===== src/rtl/core/ale_pkg.sv =====
package ale_pkg;

	localparam int CAPACITY  = 128;
	localparam int ADDR_W    = $clog2(CAPACITY);
	localparam int COUNT_W   = $clog2(CAPACITY + 1);
	localparam int DATA_W    = 32;

	// Command opcodes.
	typedef enum logic [2:0] {
		OP_INS_FRONT = 3'd0,
		OP_INS_BACK  = 3'd1,
		OP_INS_POS   = 3'd2,
		OP_DEL_FRONT = 3'd3,
		OP_DEL_BACK  = 3'd4,
		OP_DEL_POS   = 3'd5,
		OP_DEL_VAL   = 3'd6,
		OP_SEARCH    = 3'd7
	} opcode_t;

	// Result status codes.
	typedef enum logic [2:0] {
		ST_OK       = 3'd0,
		ST_FULL     = 3'd1,
		ST_EMPTY    = 3'd2,
		ST_BADPOS   = 3'd3,
		ST_NOTFOUND = 3'd4
	} status_t;

	typedef struct packed {
		logic [2:0]         opcode;
		logic [7:0]         position;
		logic signed [31:0] value;
	} cmd_t;

	typedef struct packed {
		logic [2:0]         status;
		logic               hit;
		logic [6:0]         hit_index;
		logic [7:0]         entry_count;
		logic signed [31:0] smallest;
		logic signed [31:0] largest;
		logic               empty_flag;
		logic               full_flag;
	} rsp_t;

	// Controller states.
	typedef enum logic [3:0] {
		S_IDLE,
		S_CHECK,
		S_UP_RD,
		S_UP_WR,
		S_INS_WR,
		S_SRCH_RD,
		S_SRCH_CMP,
		S_DN_RD,
		S_DN_WR,
		S_SCAN_INIT,
		S_SCAN_RD,
		S_SCAN_ACC,
		S_FIN
	} state_t;

	// Index register updates.
	typedef enum logic [2:0] {
		IDX_HOLD,
		IDX_USED,
		IDX_ZERO,
		IDX_DEL,
		IDX_INC,
		IDX_DEC
	} idx_op_t;

	// Read address selection relative to the index register.
	typedef enum logic [1:0] {
		RD_IDX_M1,
		RD_IDX,
		RD_IDX_P1
	} rd_sel_t;

	// Controller to datapath commands.
	typedef struct packed {
		logic      load;
		idx_op_t   idx_op;
		logic      rd_en;
		rd_sel_t   rd_sel;
		logic      wr_shift;
		logic      wr_insert;
		logic      used_inc;
		logic      used_dec;
		logic      st_set;
		status_t   st_code;
		logic      hit_set;
		logic      mm_clear;
		logic      mm_acc;
		logic      out_load;
	} ctl_cmd_t;

	// Datapath to controller status.
	typedef struct packed {
		opcode_t op;
		logic    full;
		logic    empty;
		logic    ins_bad;
		logic    del_bad;
		logic    idx_gt_ins;
		logic    idx_lt_used;
		logic    idx_p1_lt_used;
		logic    match;
		logic    out_free;
	} dp_stat_t;

endpackage


===== src/rtl/core/array_list_engine_core.sv =====
// A rejected command goes straight from the check to the result; a search walks the entries,
// and an insert or delete shifts the entries behind its position and then rescans them all.
// One command at a time; each walk step reads a word through the single read port of the
// entry store and then uses it. The result register lets a new command enter early.
// Reset: arst_n clears the count, status and min/max at once; the store is not cleared.
module array_list_engine_core (
	input  logic           clk,
	input  logic           arst_n,
	input  logic           cmd_valid,
	output logic           cmd_ready,
	input  ale_pkg::cmd_t  cmd,
	output logic           rsp_valid,
	input  logic           rsp_ready,
	output ale_pkg::rsp_t  rsp
);

	import ale_pkg::*;

	ctl_cmd_t ctl;
	dp_stat_t stat;

	// Sequencer.
	ale_ctrl u_ctrl (
		.clk       (clk),
		.arst_n    (arst_n),
		.cmd_valid (cmd_valid),
		.cmd_ready (cmd_ready),
		.stat      (stat),
		.ctl       (ctl)
	);

	// Store, counters and result register.
	ale_dp u_dp (
		.clk       (clk),
		.arst_n    (arst_n),
		.cmd       (cmd),
		.ctl       (ctl),
		.stat      (stat),
		.rsp_valid (rsp_valid),
		.rsp_ready (rsp_ready),
		.rsp       (rsp)
	);

endmodule


===== src/rtl/core/ale_ram.sv =====
module ale_ram #(
	parameter int WIDTH = 32,
	parameter int DEPTH = 128
) (
	input  logic                     clk,
	input  logic                     we,
	input  logic [$clog2(DEPTH)-1:0] waddr,
	input  logic [WIDTH-1:0]         wdata,
	input  logic                     re,
	input  logic [$clog2(DEPTH)-1:0] raddr,
	output logic [WIDTH-1:0]         rdata
);

	logic [WIDTH-1:0] mem_q [DEPTH];

	// One write port and one registered read port.
	always_ff @(posedge clk) begin
		if (we) begin
			mem_q[waddr] <= wdata;
		end
		if (re) begin
			rdata <= mem_q[raddr];
		end
	end

endmodule


===== src/rtl/core/ale_ctrl.sv =====
module ale_ctrl (
	input  logic               clk,
	input  logic               arst_n,
	input  logic               cmd_valid,
	output logic               cmd_ready,
	input  ale_pkg::dp_stat_t  stat,
	output ale_pkg::ctl_cmd_t  ctl
);

	import ale_pkg::*;

	state_t state_q, state_d;

	// State register.
	always_ff @(posedge clk or negedge arst_n) begin
		if (!arst_n) begin
			state_q <= S_IDLE;
		end else begin
			state_q <= state_d;
		end
	end

	// Next state and datapath commands.
	always_comb begin
		state_d   = state_q;
		ctl       = '0;
		ctl.idx_op  = IDX_HOLD;
		ctl.rd_sel  = RD_IDX;
		ctl.st_code = ST_OK;
		cmd_ready = 1'b0;
		unique case (state_q)
			S_IDLE: begin
				cmd_ready = 1'b1;
				if (cmd_valid) begin
					ctl.load = 1'b1;
					state_d  = S_CHECK;
				end
			end
			S_CHECK: begin
				unique case (stat.op)
					OP_INS_FRONT, OP_INS_BACK, OP_INS_POS: begin
						if (stat.full) begin
							ctl.st_set  = 1'b1;
							ctl.st_code = ST_FULL;
							state_d     = S_FIN;
						end else if (stat.ins_bad) begin
							ctl.st_set  = 1'b1;
							ctl.st_code = ST_BADPOS;
							state_d     = S_FIN;
						end else begin
							ctl.idx_op = IDX_USED;
							state_d    = S_UP_RD;
						end
					end
					OP_DEL_FRONT, OP_DEL_BACK, OP_DEL_POS: begin
						if (stat.empty) begin
							ctl.st_set  = 1'b1;
							ctl.st_code = ST_EMPTY;
							state_d     = S_FIN;
						end else if (stat.del_bad) begin
							ctl.st_set  = 1'b1;
							ctl.st_code = ST_BADPOS;
							state_d     = S_FIN;
						end else begin
							ctl.idx_op = IDX_DEL;
							state_d    = S_DN_RD;
						end
					end
					OP_DEL_VAL: begin
						if (stat.empty) begin
							ctl.st_set  = 1'b1;
							ctl.st_code = ST_EMPTY;
							state_d     = S_FIN;
						end else begin
							ctl.idx_op = IDX_ZERO;
							state_d    = S_SRCH_RD;
						end
					end
					default: begin
						ctl.idx_op = IDX_ZERO;
						state_d    = S_SRCH_RD;
					end
				endcase
			end
			// Open a gap: move entry idx-1 up to idx until the insert point.
			S_UP_RD: begin
				if (stat.idx_gt_ins) begin
					ctl.rd_en  = 1'b1;
					ctl.rd_sel = RD_IDX_M1;
					state_d    = S_UP_WR;
				end else begin
					state_d = S_INS_WR;
				end
			end
			S_UP_WR: begin
				ctl.wr_shift = 1'b1;
				ctl.idx_op   = IDX_DEC;
				state_d      = S_UP_RD;
			end
			S_INS_WR: begin
				ctl.wr_insert = 1'b1;
				ctl.used_inc  = 1'b1;
				state_d       = S_SCAN_INIT;
			end
			// Linear search for the first matching word.
			S_SRCH_RD: begin
				if (stat.idx_lt_used) begin
					ctl.rd_en  = 1'b1;
					ctl.rd_sel = RD_IDX;
					state_d    = S_SRCH_CMP;
				end else begin
					ctl.st_set  = 1'b1;
					ctl.st_code = ST_NOTFOUND;
					state_d     = S_FIN;
				end
			end
			S_SRCH_CMP: begin
				if (stat.match) begin
					ctl.hit_set = 1'b1;
					if (stat.op == OP_SEARCH) begin
						state_d = S_FIN;
					end else begin
						state_d = S_DN_RD;
					end
				end else begin
					ctl.idx_op = IDX_INC;
					state_d    = S_SRCH_RD;
				end
			end
			// Close the gap: move entry idx+1 down to idx.
			S_DN_RD: begin
				if (stat.idx_p1_lt_used) begin
					ctl.rd_en  = 1'b1;
					ctl.rd_sel = RD_IDX_P1;
					state_d    = S_DN_WR;
				end else begin
					ctl.used_dec = 1'b1;
					state_d      = S_SCAN_INIT;
				end
			end
			S_DN_WR: begin
				ctl.wr_shift = 1'b1;
				ctl.idx_op   = IDX_INC;
				state_d      = S_DN_RD;
			end
			// Rescan the contents for minimum and maximum.
			S_SCAN_INIT: begin
				ctl.idx_op   = IDX_ZERO;
				ctl.mm_clear = 1'b1;
				state_d      = S_SCAN_RD;
			end
			S_SCAN_RD: begin
				if (stat.idx_lt_used) begin
					ctl.rd_en  = 1'b1;
					ctl.rd_sel = RD_IDX;
					state_d    = S_SCAN_ACC;
				end else begin
					state_d = S_FIN;
				end
			end
			S_SCAN_ACC: begin
				ctl.mm_acc = 1'b1;
				ctl.idx_op = IDX_INC;
				state_d    = S_SCAN_RD;
			end
			S_FIN: begin
				if (stat.out_free) begin
					ctl.out_load = 1'b1;
					state_d      = S_IDLE;
				end
			end
			default: begin
				state_d = S_IDLE;
			end
		endcase
	end

endmodule


===== src/rtl/core/ale_dp.sv =====
module ale_dp (
	input  logic               clk,
	input  logic               arst_n,
	input  ale_pkg::cmd_t      cmd,
	input  ale_pkg::ctl_cmd_t  ctl,
	output ale_pkg::dp_stat_t  stat,
	output logic               rsp_valid,
	input  logic               rsp_ready,
	output ale_pkg::rsp_t      rsp
);

	import ale_pkg::*;

	logic [2:0]          op_q;
	logic [COUNT_W-1:0]  pos_q;
	logic [DATA_W-1:0]   val_q;
	logic [COUNT_W-1:0]  used_q;
	logic [COUNT_W-1:0]  idx_q;
	logic signed [DATA_W-1:0] lo_q;
	logic signed [DATA_W-1:0] hi_q;
	status_t             status_q;
	logic                hit_q;
	logic [ADDR_W-1:0]   hidx_q;
	logic                rsp_valid_q;
	rsp_t                rsp_q;

	logic [COUNT_W-1:0]  ins_pos;
	logic [COUNT_W-1:0]  del_pos;
	logic [COUNT_W-1:0]  idx_m1;
	logic [COUNT_W-1:0]  idx_p1;
	logic [COUNT_W-1:0]  rd_idx;
	logic [DATA_W-1:0]   rdata;
	logic signed [DATA_W-1:0] rword;
	logic                we;
	logic [ADDR_W-1:0]   waddr;
	logic [DATA_W-1:0]   wdata;

	// Position the command works on, taken from the opcode.
	always_comb begin
		priority case (op_q)
			OP_INS_FRONT: ins_pos = '0;
			OP_INS_BACK:  ins_pos = used_q;
			default:      ins_pos = pos_q;
		endcase
		priority case (op_q)
			OP_DEL_FRONT: del_pos = '0;
			OP_DEL_BACK:  del_pos = used_q - COUNT_W'(1);
			default:      del_pos = pos_q;
		endcase
	end

	assign idx_m1 = idx_q - COUNT_W'(1);
	assign idx_p1 = idx_q + COUNT_W'(1);
	assign rword  = $signed(rdata);

	always_comb begin
		unique case (ctl.rd_sel)
			RD_IDX_M1: rd_idx = idx_m1;
			RD_IDX_P1: rd_idx = idx_p1;
			default:   rd_idx = idx_q;
		endcase
	end

	// Shifts write the word just read to idx; an insert writes the new word.
	assign we    = ctl.wr_shift | ctl.wr_insert;
	assign waddr = ctl.wr_insert ? ins_pos[ADDR_W-1:0] : idx_q[ADDR_W-1:0];
	assign wdata = ctl.wr_insert ? val_q : rdata;

	ale_ram #(
		.WIDTH(DATA_W),
		.DEPTH(CAPACITY)
	) u_store (
		.clk   (clk),
		.we    (we),
		.waddr (waddr),
		.wdata (wdata),
		.re    (ctl.rd_en),
		.raddr (rd_idx[ADDR_W-1:0]),
		.rdata (rdata)
	);

	// Command latch and index register.
	always_ff @(posedge clk) begin
		if (ctl.load) begin
			op_q  <= cmd.opcode;
			pos_q <= cmd.position;
			val_q <= cmd.value;
		end
		unique case (ctl.idx_op)
			IDX_USED: idx_q <= used_q;
			IDX_ZERO: idx_q <= '0;
			IDX_DEL:  idx_q <= del_pos;
			IDX_INC:  idx_q <= idx_p1;
			IDX_DEC:  idx_q <= idx_m1;
			default:  idx_q <= idx_q;
		endcase
	end

	// List size, status and running minimum and maximum.
	always_ff @(posedge clk or negedge arst_n) begin
		if (!arst_n) begin
			used_q   <= '0;
			lo_q     <= '0;
			hi_q     <= '0;
			status_q <= ST_OK;
			hit_q    <= 1'b0;
			hidx_q   <= '0;
		end else begin
			if (ctl.load) begin
				status_q <= ST_OK;
				hit_q    <= 1'b0;
				hidx_q   <= '0;
			end
			if (ctl.st_set) begin
				status_q <= ctl.st_code;
			end
			if (ctl.hit_set) begin
				hit_q  <= 1'b1;
				hidx_q <= idx_q[ADDR_W-1:0];
			end
			if (ctl.used_inc) begin
				used_q <= used_q + COUNT_W'(1);
			end else if (ctl.used_dec) begin
				used_q <= used_q - COUNT_W'(1);
			end
			if (ctl.mm_clear) begin
				lo_q <= '0;
				hi_q <= '0;
			end else if (ctl.mm_acc) begin
				if (idx_q == '0 || rword < lo_q) begin
					lo_q <= rword;
				end
				if (idx_q == '0 || rword > hi_q) begin
					hi_q <= rword;
				end
			end
		end
	end

	// Output register decouples the result from the next command.
	always_ff @(posedge clk or negedge arst_n) begin
		if (!arst_n) begin
			rsp_valid_q <= 1'b0;
		end else if (ctl.out_load) begin
			rsp_valid_q <= 1'b1;
		end else if (rsp_ready) begin
			rsp_valid_q <= 1'b0;
		end
	end

	always_ff @(posedge clk) begin
		if (ctl.out_load) begin
			rsp_q.status      <= status_q;
			rsp_q.hit         <= hit_q;
			rsp_q.hit_index   <= hidx_q;
			rsp_q.entry_count <= used_q;
			rsp_q.smallest    <= lo_q;
			rsp_q.largest     <= hi_q;
			rsp_q.empty_flag  <= (used_q == '0);
			rsp_q.full_flag   <= (used_q == COUNT_W'(CAPACITY));
		end
	end

	assign rsp_valid = rsp_valid_q;
	assign rsp       = rsp_q;

	// Status toward the controller.
	assign stat.op             = opcode_t'(op_q);
	assign stat.full           = (used_q == COUNT_W'(CAPACITY));
	assign stat.empty          = (used_q == '0);
	assign stat.ins_bad        = (op_q == OP_INS_POS) && (pos_q > used_q);
	assign stat.del_bad        = (op_q == OP_DEL_POS) && (pos_q >= used_q);
	assign stat.idx_gt_ins     = (idx_q > ins_pos);
	assign stat.idx_lt_used    = (idx_q < used_q);
	assign stat.idx_p1_lt_used = (idx_p1 < used_q);
	assign stat.match          = (rdata == val_q);
	assign stat.out_free       = !rsp_valid_q || rsp_ready;

endmodule


===== config.mk =====
export PLATFORM = sky130hd
export DESIGN_NAME = array_list_engine_core
export DESIGN_NICKNAME = d
export VERILOG_FILES = /design/src/rtl/core/ale_pkg.sv /design/src/rtl/core/array_list_engine_core.sv /design/src/rtl/core/ale_ram.sv /design/src/rtl/core/ale_ctrl.sv /design/src/rtl/core/ale_dp.sv
export SDC_FILE = /design/constraint.sdc
export NUM_CORES = 2
export LEC_CHECK = 0
export BUFFER_PORTS_ARGS = -buffer_cell sky130_fd_sc_hd__buf_2
export CAP_MARGIN = 20
export CORE_MARGIN = 1.5
export CORE_UTILIZATION = 49
export CTS_CLUSTER_DIAMETER = 60
export DETAILED_ROUTE_END_ITERATION = 12
export GPL_ROUTABILITY_DRIVEN = 0
export SYNTH_ARGS = -nofsm -noshare
export SYNTH_HDL_FRONTEND = slang
export SYNTH_HIERARCHICAL = 1
export SYNTH_SLANG_ARGS = --single-unit

===== constraint.sdc =====
create_clock -name clk -period 10.4 [get_ports clk]
set_clock_uncertainty 0.1 [all_clocks]
set_input_delay 1.04 -clock clk [delete_from_list [all_inputs] [get_ports clk]]
set_output_delay 1.04 -clock clk [all_outputs]
set_load 0.02 [all_outputs]

==> run metrics <==
outcome complete, no violations; YS warnings 6; Slowest-stage cell, CP xnor2_2; CP max FO 82; R2R Setup Slk 2140 ps; area occupied by multi-input gates ~0.038 mm^2; worst hold stages 1; via count between 80000 and 90000; number of flops mapped to enable cells by yosys about 4300; Final HPWL DP roughly 260000 um; clock buffer count from CTS 444; drt initial violations between 10000 and 15000; startpoint types flop; GRT overflow 0; commonest non-fill, non-tap cells in the layout 4264 x edfxtp_1, 1344 x mux4_2, 447 x clkbuf_16, 234 x buf_4, 132 x buf_2; clock latency on the worst-skew pair between 900 and 1000 ps; top-area cell type share of the netlist area 0.758; Die W 590 um; Chip Height 590 um; Critical R2R Capture u_dp/u_store/rdata[4]; Max H-tree Level 5; IO Port Bufs 133; synthesis-stage register bit count 4352; pwr dens 332 mW/mm^2; area leader, netlist edfxtp_1; WL/cell 37.3 um; cell area after synthesis between 0.15 and 0.2 mm^2; CP Class reg2reg; CP peak stage delay 780 ps; Final Max Slew Viols 0; Setup TNS 0 ps; clock root buffer clkbuf_16; Critical Path RT 11010 ps; Clock Sinks 4352; HP Start cmd[15]; largest net degree at the start of global routing around 110; number of max-cap violations 0; Synth Net Count 7206; GRT Util Overall 0.269; wirelength, routed between 400000 and 500000 um; fmax approximately 120 MHz; Cells after Synth just over 7000; Critical Path Sink Type flop; Least-Margin Pin Slew 1270 ps; Site Rows 215; Slew headroom 0.154; Distinct cells, synth 75; crit-path cells inv_1 > ha_1 > ha_1 > a21boi_0 > o21a_1 > o21a_1 > o21ai_0 > nand2b_1 > a21oi_1 > nor2_1 > a211oi_1 > and3_1 > o21ai_1 > buf_4 > xnor2_2 > buf_4 > buf_12 > mux4_2 > mux4_2 > mux4_2 > mux2_2; flip-flop and latch area 0.130 mm^2; first-pass GRT wire length roughly 650000 um; Async SR Flop Fraction 0.0202; worst path bufs/invs 4; RR Startpoint u_dp/idx_q[0]; final core utilization 0.560; area grow syn2layout 13.7%; Post-DRT Antenna Nets 0; Worst Hold End u_dp/val_q[15]; predominant post-synthesis flop cell edfxtp_1; peak supply drop 0.422 mV; count of final hold-check violations 0; CTS tree done; Synth area leaders edfxtp_1 76%, mux4_2 18%, dfrtp_1 1.3%; vias in the first global route 80300; initial antenna violation count 35; fill count 24900; DRT Pass-1 Iters 6; final net count 7704; total power 0.0637 W; Die ar. 0.348 mm^2; DP Worst Slack around 2000 ps; worst hold path type in2reg; layout cells sized above 1 0.330; sequential share of the synthesized area 0.771; Final Cycle Share 0.795; critical path's top delay family multiplexers; CP most frequent cell mux4_2; leakage approximately 60 nW; worst path arrival time 8870 ps; core footprint 0.343 mm^2; via/cell ratio 6.50; min cycle time layout 8260 ps; Clock Path Buffers 4; WHS 128 ps; Initial Utilization 0.492; commonest non-fill, non-tap cell in the layout edfxtp_1; CTS clk-pin slew, worst paths 60 ps; reg2reg path depth 21; I/O pin total 134; RSZ-0062 raised after global routing false; Avg Cell Area, Syn 23.9 um^2; Final Setup Violations 0; PnR worst setup slack ~2100 ps; drt drc 0; CTS resizes 0
[routing by layer]
metal,vias up,track usage,share of wire
met5,-,0,0.000088
met4,6,0.0708,0.028
met3,634,0.0523,0.10
met2,4526,0.416,0.46
met1,44700,0.399,0.40
li1,31400,-,-
[area by class of cell]
cell class / instances / area share
Inverter: 88 / 0.00172
Clock buffer: 532 / 0.0602
Antenna cell: 31 / 0.000404
Sequential cell: 4352 / 0.678
Multi-Input combinational cell: 2260 / 0.198
Timing Repair Buffer: 412 / 0.0174
Clock inverter: 283 / 0.0146
Tap cell: 4557 / 0.0297
[flip-flops by register name, indices dropped and copies added (netlist names)]
name and count:
u_ctrl/state_q 4, u_dp/hi_q 32, u_dp/hidx_q 7, u_dp/hit_q 1, u_dp/idx_q 8, u_dp/lo_q 32
u_dp/op_q 3, u_dp/pos_q 8, u_dp/rsp 85, u_dp/rsp_valid 1, u_dp/status_q 3, u_dp/u_store/mem_q 4096
u_dp/u_store/rdata 32, u_dp/used_q 8, u_dp/val_q 32
[cell usage after synthesis, drive strengths merged (2+ instances only)]
library cell  instances
and3                 15
a221o                 5
a32oi                 3
o31ai                 2
nand3b                2
a211o                 3
a211oi                6
xor2                 44
and2b                 2
and4                  3
mux4               1344
o221ai                2
mux2                 66
buf                 154
nand3                23
nor2                178
nor2b                14
edfxtp             4264
and2                  4
nor3                 24
o21ai                37
o211ai                4
a21o                 15
a311oi                2
or2                   4
mux2i                34
or3                   7
a22o                 43
a2111o                2
nand2b               55
a21oi                63
o21a                  6
nor4                 12
nand4                21
ha                   99
o22ai                 5
dfrtp                88
a22oi                 4
clkbuf              206
nor3b                 6
nand2                59
xnor2                16
inv                  87
a31oi                 9
[through the flow]
step           std cells  cell area (um^2)
6_report           12500            192000
5_1_grt            12500            192000
4_1_cts            12500            192000
3_5_place_dp       11700            178000
3_3_place_gp       11700            178000
2_1_floorplan       7060            169000
[cells by family (layout without fill, tap and decap cells)]
group | after synthesis | in the layout | synth area share
fa+ha+maj | 99 | 99 | 0.00733
xor+xnor | 60 | 60 | 0.00311
other cells | 0 | 31 | 0
mux | 1444 | 1444 | 0.186
compound gates | 226 | 226 | 0.00926
simple gates | 431 | 431 | 0.0124
buf+inv | 448 | 1315 | 0.0112
flops | 4352 | 4352 | 0.771
[timing repair]
| item | in CTS | in global routing |
|---|---|---|
| endpoints found under the hold margin | 18 | 0 |
| setup buffers | 0 | 0 |
| hold buffers | 1 | 0 |
[power breakdown]
part,total (W),switching [W],internal (W)
clock,0.0158,0.00670,0.00909
combinational,0.0241,0.0147,0.00943
sequential,0.0238,0.000724,0.0231
[how the worst max path moves through the flow]
stage,start,slack [ps],cells after the start,endpoint
after floorplan,u_ctrl/state_q[0],2850,6,u_dp/u_store/mem_q[0][0]
after global placement,u_dp/op_q[1],1610,22,u_dp/u_store/rdata[4]
after detailed placement,u_dp/idx_q[0],2010,20,u_dp/u_store/rdata[17]
after CTS,u_dp/idx_q[0],1930,20,u_dp/u_store/rdata[11]
after global routing,u_dp/idx_q[0],1740,21,u_dp/u_store/rdata[11]
final,u_dp/idx_q[0],2140,21,u_dp/u_store/rdata[4]
[worst reg2reg max path, delay by kind of cell, from the launching register on]
kind,cells,cell delay (ps)
DFF,1,600
AOI/OAI and AO/OA,7,1470
buffers and inverters,4,1440
xor gates and xnor gates,1,780
and+or+nand+nor,3,400
adders and majority gates,2,700
muxes,4,2500
No activity file was read; power rests on OpenSTA's default activity.
